File: src/hw/rtl/ssh_ils_pkg.sv
package ssh_ils_pkg;

  localparam int OFFSET_BITS   = 17;
  localparam int LEN_BITS      = 11;
  localparam int PREAMBLE_BITS = 16;
  localparam int CAP_BITS      = 10;
  localparam int CFG_IDX_BITS  = 1;
  localparam int CFG_DATA_BITS = PREAMBLE_BITS;

  localparam logic [PREAMBLE_BITS-1:0] PREAMBLE_RESET = PREAMBLE_BITS'(8192);
  localparam logic [CAP_BITS-1:0]      CAP_RESET      = CAP_BITS'(255);

  localparam logic [7:0] CHAR_CR = 8'h0d;
  localparam logic [7:0] CHAR_LF = 8'h0a;

  typedef enum logic [1:0] {
    ST_MORE  = 2'd0,
    ST_FOUND = 2'd1,
    ST_ERROR = 2'd2
  } status_t;

  typedef enum logic [CFG_IDX_BITS-1:0] {
    CFG_PREAMBLE_LIMIT = 1'd0,
    CFG_LINE_CAP       = 1'd1
  } cfg_reg_t;

  typedef struct packed {
    logic [7:0] data_byte;
    logic       first;
  } scan_in_t;

  typedef struct packed {
    status_t                status;
    logic [OFFSET_BITS-1:0] end_offset;
  } scan_out_t;

  typedef struct packed {
    status_t                verdict;
    logic [OFFSET_BITS-1:0] stream_offset;
    logic [LEN_BITS-1:0]    line_length;
    logic                   pending_cr;
    logic                   prefix_match;
    logic                   version_match;
    logic [OFFSET_BITS-1:0] found_offset;
  } scan_state_t;

  function automatic scan_state_t scan_clear();
    scan_state_t s;
    s.verdict       = ST_MORE;
    s.stream_offset = '0;
    s.line_length   = '0;
    s.pending_cr    = 1'b0;
    s.prefix_match  = 1'b1;
    s.version_match = 1'b1;
    s.found_offset  = '0;
    return s;
  endfunction

  // "SSH-"
  function automatic logic [7:0] prefix_char(input logic [1:0] idx);
    logic [7:0] c;
    case (idx)
      2'd0:    c = 8'h53;
      2'd1:    c = 8'h53;
      2'd2:    c = 8'h48;
      default: c = 8'h2d;
    endcase
    return c;
  endfunction

  // "2.0-"
  function automatic logic [7:0] version_char(input logic [1:0] idx);
    logic [7:0] c;
    case (idx)
      2'd0:    c = 8'h32;
      2'd1:    c = 8'h2e;
      2'd2:    c = 8'h30;
      default: c = 8'h2d;
    endcase
    return c;
  endfunction

endpackage

File: src/hw/rtl/ssh_ils_in_if.sv
interface ssh_ils_in_if;
  import ssh_ils_pkg::*;
  logic     valid;
  logic     ready;
  scan_in_t payload;
  modport source (output valid, output payload, input ready);
  modport sink (input valid, input payload, output ready);
endinterface

File: src/hw/rtl/ssh_ils_out_if.sv
interface ssh_ils_out_if;
  import ssh_ils_pkg::*;
  logic      valid;
  logic      ready;
  scan_out_t payload;
  modport source (output valid, output payload, input ready);
  modport sink (input valid, input payload, output ready);
endinterface

File: src/hw/rtl/ssh_ils_next.sv
module ssh_ils_next (
  input  ssh_ils_pkg::scan_state_t                   st,
  input  logic [7:0]                                 data_byte,
  input  logic                                       first,
  input  logic [ssh_ils_pkg::PREAMBLE_BITS-1:0]      preamble_limit,
  input  logic [ssh_ils_pkg::CAP_BITS-1:0]           line_cap,
  output ssh_ils_pkg::scan_state_t                   st_next
);
  import ssh_ils_pkg::*;

  localparam int W = LEN_BITS + 1;

  scan_state_t            cur;
  logic [OFFSET_BITS-1:0] next_off;
  logic [LEN_BITS-1:0]    len_inc;
  logic [W-1:0]           cap_ext;
  logic [W-1:0]           need_done;
  logic [W-1:0]           need_more;
  logic                   eol;

  assign cur      = first ? scan_clear() : st;
  assign next_off = (&cur.stream_offset) ? cur.stream_offset
                                         : cur.stream_offset + OFFSET_BITS'(1);
  assign len_inc  = (&cur.line_length) ? cur.line_length
                                       : cur.line_length + LEN_BITS'(1);
  assign cap_ext  = W'(line_cap);
  assign eol      = cur.pending_cr && (data_byte == CHAR_LF);
  // content + 2, where content drops the counted CR
  assign need_done = W'(cur.line_length) + W'(1);
  assign need_more = W'(len_inc) + W'(2) - W'(data_byte == CHAR_CR);

  always_comb begin
    st_next = cur;
    if (cur.verdict == ST_MORE) begin
      st_next.stream_offset = next_off;
      if (eol) begin
        if (need_done > cap_ext) begin
          st_next.verdict = ST_ERROR;
        end else if (cur.line_length >= LEN_BITS'(5) && cur.prefix_match) begin
          if (cur.line_length < LEN_BITS'(9) || !cur.version_match) begin
            st_next.verdict = ST_ERROR;
          end else begin
            st_next.verdict      = ST_FOUND;
            st_next.found_offset = next_off;
          end
        end else begin
          st_next.line_length   = '0;
          st_next.pending_cr    = 1'b0;
          st_next.prefix_match  = 1'b1;
          st_next.version_match = 1'b1;
          if (next_off > OFFSET_BITS'(preamble_limit) || line_cap < CAP_BITS'(2)) begin
            st_next.verdict = ST_ERROR;
          end
        end
      end else begin
        if (cur.line_length < LEN_BITS'(4)) begin
          if (data_byte != prefix_char(cur.line_length[1:0])) begin
            st_next.prefix_match = 1'b0;
          end
        end else if (cur.line_length < LEN_BITS'(8)) begin
          if (data_byte != version_char(cur.line_length[1:0])) begin
            st_next.version_match = 1'b0;
          end
        end
        st_next.line_length = len_inc;
        st_next.pending_cr  = (data_byte == CHAR_CR);
        if (need_more > cap_ext) begin
          st_next.verdict = ST_ERROR;
        end
      end
    end
  end

endmodule

File: src/hw/rtl/ssh_ident_line_scanner.sv
// SSH identification line scanner.
//
// in_ch carries one stream byte per request plus a first flag that clears
// the scanner before that byte, starting a new stream. out_ch returns exactly
// one result per byte: status (more / found / error) and, when found, the
// offset just past the identification line's LF.
// preamble_limit and line_cap are written through cfg_we/cfg_index/cfg_data;
// the user must write them only while the block is idle; the block does not enforce it.
// Latency: the result of a byte is valid the cycle after it is accepted.
// Throughput: one byte per cycle while out_ch does not stall; the per-byte compare and counter update
// sits between the input handshake and the result register.
// Found and error are sticky until a byte with first set arrives.
// Reset (rst, synchronous) loads preamble_limit = 8192, line_cap = 255,
// clears the scanner and clears the result valid flag.
// When out_ch stalls, the pending result holds and in_ch takes no new byte;
// a byte is taken in the same cycle the held result is drained.
module ssh_ident_line_scanner (
  input  logic                                 clk,
  input  logic                                 rst,
  input  logic                                 cfg_we,
  input  logic [ssh_ils_pkg::CFG_IDX_BITS-1:0]  cfg_index,
  input  logic [ssh_ils_pkg::CFG_DATA_BITS-1:0] cfg_data,
  ssh_ils_in_if.sink                           in_ch,
  ssh_ils_out_if.source                        out_ch
);
  import ssh_ils_pkg::*;

  logic [PREAMBLE_BITS-1:0] preamble_limit;
  logic [CAP_BITS-1:0]      line_cap;
  scan_state_t              st;
  scan_state_t              st_next;
  logic                     out_valid;
  scan_out_t                out_payload;
  logic                     accept;

  assign in_ch.ready    = !out_valid || out_ch.ready;
  assign accept         = in_ch.valid && in_ch.ready;
  assign out_ch.valid   = out_valid;
  assign out_ch.payload = out_payload;

  ssh_ils_next u_next (
    .st             (st),
    .data_byte      (in_ch.payload.data_byte),
    .first          (in_ch.payload.first),
    .preamble_limit (preamble_limit),
    .line_cap       (line_cap),
    .st_next        (st_next)
  );

  always_ff @(posedge clk) begin
    if (rst) begin
      preamble_limit <= PREAMBLE_RESET;
      line_cap       <= CAP_RESET;
      st             <= scan_clear();
      out_valid      <= 1'b0;
    end else begin
      if (cfg_we) begin
        case (cfg_reg_t'(cfg_index))
          CFG_PREAMBLE_LIMIT: preamble_limit <= cfg_data[PREAMBLE_BITS-1:0];
          CFG_LINE_CAP:       line_cap       <= cfg_data[CAP_BITS-1:0];
          default: ;
        endcase
      end
      if (accept) begin
        st                     <= st_next;
        out_valid              <= 1'b1;
        out_payload.status     <= st_next.verdict;
        out_payload.end_offset <= (st_next.verdict == ST_FOUND) ? st_next.found_offset
                                                                : '0;
      end else if (out_ch.ready) begin
        out_valid <= 1'b0;
      end
    end
  end

  a_sticky: assert property (@(posedge clk) disable iff (rst)
    (st.verdict != ST_MORE && !(accept && in_ch.payload.first))
      |=> st.verdict == $past(st.verdict))
    else $error("final verdict changed without a new stream");

  a_offset_only_found: assert property (@(posedge clk) disable iff (rst)
    (out_valid && out_payload.status != ST_FOUND) |-> out_payload.end_offset == '0)
    else $error("end_offset set without a found status");

  a_cr_counted: assert property (@(posedge clk) disable iff (rst)
    st.pending_cr |-> st.line_length != '0)
    else $error("pending CR with empty line");

  a_found_past_line: assert property (@(posedge clk) disable iff (rst)
    (out_valid && out_payload.status == ST_FOUND)
      |-> out_payload.end_offset >= OFFSET_BITS'(10))
    else $error("found offset shorter than a minimal identification line");

endmodule
File: src/flat_wrapper.sv
// flat-port wrapper written by rule: the top's interface ports become plain ports
module ssh_ident_line_scanner_flat import ssh_ils_pkg::*;
  (clk, rst, cfg_we, cfg_index, cfg_data, in_ch_valid, in_ch_payload, in_ch_ready, out_ch_valid, out_ch_payload, out_ch_ready);
  ssh_ils_in_if in_ch_i ();
  ssh_ils_out_if out_ch_i ();
  input  logic clk;
  input  logic rst;
  input  logic cfg_we;
  input  logic [ssh_ils_pkg::CFG_IDX_BITS-1:0] cfg_index;
  input  logic [ssh_ils_pkg::CFG_DATA_BITS-1:0] cfg_data;
  input wire logic [$bits(in_ch_i.valid)-1:0] in_ch_valid;
  input wire logic [$bits(in_ch_i.payload)-1:0] in_ch_payload;
  output wire logic [$bits(in_ch_i.ready)-1:0] in_ch_ready;
  output wire logic [$bits(out_ch_i.valid)-1:0] out_ch_valid;
  output wire logic [$bits(out_ch_i.payload)-1:0] out_ch_payload;
  input wire logic [$bits(out_ch_i.ready)-1:0] out_ch_ready;
  assign in_ch_i.valid = in_ch_valid;
  assign in_ch_i.payload = in_ch_payload;
  assign in_ch_ready = in_ch_i.ready;
  assign out_ch_valid = out_ch_i.valid;
  assign out_ch_payload = out_ch_i.payload;
  assign out_ch_i.ready = out_ch_ready;
  ssh_ident_line_scanner u_core (.clk(clk), .rst(rst), .cfg_we(cfg_we), .cfg_index(cfg_index), .cfg_data(cfg_data), .in_ch(in_ch_i), .out_ch(out_ch_i));
endmodule
File: config.mk
export PLATFORM = sky130hd
export DESIGN_NAME = ssh_ident_line_scanner_flat
export DESIGN_NICKNAME = d
export VERILOG_FILES = /design/src/hw/rtl/ssh_ils_pkg.sv /design/src/hw/rtl/ssh_ils_in_if.sv /design/src/hw/rtl/ssh_ils_out_if.sv /design/src/hw/rtl/ssh_ils_next.sv /design/src/hw/rtl/ssh_ident_line_scanner.sv /design/src/flat_wrapper.sv
export SDC_FILE = /design/constraint.sdc
export NUM_CORES = 1
export LEC_CHECK = 0
export ABC_AREA = 1
export BUFFER_PORTS_ARGS = -buffer_cell sky130_fd_sc_hd__buf_2
export CORE_ASPECT_RATIO = 0.5
export CORE_MARGIN = 3
export CORE_UTILIZATION = 60
export CTS_BUF_LIST = sky130_fd_sc_hd__clkbuf_4 sky130_fd_sc_hd__clkbuf_8 sky130_fd_sc_hd__clkbuf_16
export CTS_CLUSTER_SIZE = 30
export DETAILED_ROUTE_END_ITERATION = 7
export PLACE_DENSITY = 0.82
export SYNTH_ARGS = -nofsm -noshare
export SYNTH_HDL_FRONTEND = slang
export SYNTH_SLANG_ARGS = --single-unit
File: constraint.sdc
create_clock -name clk -period 6.2 [get_ports clk]
set_clock_uncertainty 0.05 [all_clocks]
set_input_delay 0.93 -clock clk [delete_from_list [all_inputs] [get_ports clk]]
set_output_delay 0.93 -clock clk [all_outputs]
set_load 0.01 [all_outputs]
==> results_dict.tcl <==
set metrics [dict create \
    fin_crit_sh 0.8426 \
    syn_inst 996 \
    synth_seq_cells 96 \
    drcViolationCount 0 \
    drive_gt1_frac 0.1110 \
    hold_viol 0 \
    synth_top_cell_by_area "dfxtp_1" \
    cts_tree "built" \
    synthesis.area_sq_um 6763 \
    grt_pass1_wl_mm 28.74 \
    crit_start "in_ch_payload[0]" \
    p_total_mw 1.602 \
    root_buffer "clkbuf_16" \
    finalSetupViolations 0 \
    cts_hold_buf 0 \
    maxCapViolCount 0 \
    reg2reg_to "u_core.st[49]" \
    vias_per_cell 5.584 \
    die_h_microns 81.07 \
    finalNonFillerCells 1167 \
    synthTopCellsByCount "206 x nand2_1, 144 x inv_1, 99 x nor2_1" \
    tns_ps 0 \
    dpl.cell_count 1151 \
    core_sq_um 10570 \
    wire_per_inst_microns 15.13 \
    clkPwrFrac 0.343 \
    powerDensity_nw_per_um2 219.4 \
    fin_nets 1105 \
    grt_overflow 0 \
    multi_input_area_sq_um 3852 \
    dp_hpwl_mm 13.04 \
    ant_nets 0 \
    arrival_ps 5430 \
    dp_slack_ps 688.9 \
    status "completed" \
    cp-end-kind "flip-flop" \
    path_clk_slew_ps 70 \
    num_antenna_cells 0 \
    synthDistinctLibCells 50 \
    critPathRequiredTime_ps 6400 \
    r2r-start "u_core.st[20]" \
    irDropWorstVdd_mv 0.1266 \
    synth_nets 1079 \
    grt_max_degree 66 \
    rsz0062_at_grt "no" \
    max_stage_delay_ps 310 \
    hp-start "u_core.preamble_limit[15]" \
    place.gp.congestion 0.9549 \
    io_pins 52 \
    p_sw_frac 0.3278 \
    regToRegSetupSlack_ps 1830 \
    wl_mm 17.65 \
    synth_area_leaders "dfxtp_1 23%, nand2_1 11%, ha_1 9.6%, edfxtp_1 8.4%, inv_1 8.0%" \
    max_freq_mhz 191.4 \
    utilization 0.6905 \
    row_count 26 \
    synth_top_area_share 0.2279 \
    slowest_stage "inv_8" \
    synth_edf_count 19 \
    yosysWarnings 0 \
    n_fill_cell 949 \
    dieArea_sq_um 12660 \
    async_flop_share 0 \
    seqPwrFrac 0.435 \
    maxSlewHeadroom 0.2220 \
    worstPathMaxFanout 44 \
    syn_area_per_cell_sq_um 6.790 \
    switchingPower_uw 525.1 \
    path_class "primary input to flip-flop" \
    internal_power_mw 1.077 \
    vias 6516 \
    htreeDepth 3 \
    area_growth_pct 7.956 \
    pwr-share-comb 0.223 \
    reg2regPathDepth 30 \
    grt_usage 0.2835 \
    yosysMostFrequentCell "nand2_1" \
    cts_buffers 9 \
    start_util 0.6396 \
    clk-insertion-delay-late_ps 350 \
    portBuffers 51 \
    p_leak_nw 3.670 \
    min_to "u_core.preamble_limit[15]" \
    clockBufferDepth 2 \
    cp-start-kind "primary input" \
    setup_ws_ps 976.1 \
    synth_ff_type "dfxtp_1" \
    seqCellArea_sq_um 2112 \
    drt-initial-drc-count 692 \
    drv_slew 0 \
    yosysSeqAreaShare 0.3123 \
    die_x_microns 156.1 \
    post_cts_buffers 0 \
    first_pass_iters 5 \
    first_global_vias 5922 \
    cts_resized 0 \
    antenna_found_initial 0 \
    worst_pin_slew_ps 1160 \
    hold_depth 2 \
    hold_path_class "flip-flop to flip-flop" \
    clock-sinks 96 \
    fin_crit_ps 5224 \
]
[layout by cell type, fill, tap and decap left out, types with 3 or more instances in the layout]
cell,n
nand2_1,205
inv_1,144
nor2_1,99
a21oi_1,94
dfxtp_1,77
nand3_1,63
o21ai_0,56
ha_1,52
buf_2,51
o21ai_1,24
xor2_1,19
edfxtp_1,19
nand4_1,14
o211ai_1,13
nor2_2,12
clkbuf_16,9
nand2_2,8
inv_2,7
nor3_1,6
nor4_1,4
xnor2_1,4
buf_4,4
a211oi_1,3
clkinv_1,3
[power groups by stage]
stage,sequential (mW),combinational (mW),clock [mW]
after floorplan,0.708,0.260,0
after global placement,0.709,0.338,0
after detailed placement,0.710,0.349,0
after CTS,0.696,0.353,0.552
after global routing,0.701,0.406,0.582
final,0.697,0.357,0.549
[stage by stage]
step | hold slack (ps) | instance area, sq um
2_1_floorplan | 385.3 | 6763
3_3_place_gp | 393.2 | 7010
3_5_place_dp | 404.6 | 7010
4_1_cts | 416.9 | 7301
5_1_grt | 432.8 | 7301
6_report | 413.2 | 7301
[cell families (layout without fill, tap and decap cells)]
logic type,after synthesis,after routing,synth area share
buffers and inverters,194,225,0.1184
XOR/XNOR,25,25,0.03460
AND/OR/NAND/NOR,426,426,0.2772
adder cells (fa/ha/maj),52,52,0.09621
flip-flops,96,96,0.3123
AO/OA/AOI/OAI,203,203,0.1613
[registers in the layout, indices dropped and copies added (netlist names)]
name,count
u_core.out_ch.payload,19
u_core.out_ch.valid,1
u_core.st,50
u_core.line_cap,10
u_core.preamble_limit,16
[cell type report]
class,count,area share
Tap cell,140,0.02399
Timing Repair Buffer,55,0.03907
Multi-Input combinational cell,706,0.5277
Clock buffer,9,0.03085
Inverter,154,0.08021
Clock inverter,7,0.008912
Sequential cell,96,0.2893
[layer usage]
metal	share of wire	vias up	routed length, microns	GRT usage
li1	-	3303	-	-
met1	0.46	2943	8040	0.3819
met2	0.46	249	8074	0.4772
met3	0.075	21	1320	0.05695
met4	0.012	0	217	0.06201
met5	0	-	0	0
[worst max-delay path, delay by kind of cell]
family / cells / cell delay (ps)
and+or+nand+nor: 15 / 1500
adders and majority gates: 5 / 1120
buffers and inverters: 8 / 1030
xor gates and xnor gates: 2 / 450
AOI/OAI and AO/OA: 2 / 350
[how the worst max path moves through the flow]
stage / end / slack (ps) / cells after the start
global placement: u_core.out_ch.payload[18] / 850 / 30
global route: u_core.st[49] / 440 / 32
detailed placement: u_core.out_ch.payload[18] / 690 / 30
finish: u_core.st[49] / 980 / 32
floorplan: u_core.out_ch.payload[18] / 1690 / 31
CTS: u_core.st[49] / 1050 / 32
(Power assumes the default switching activity.)
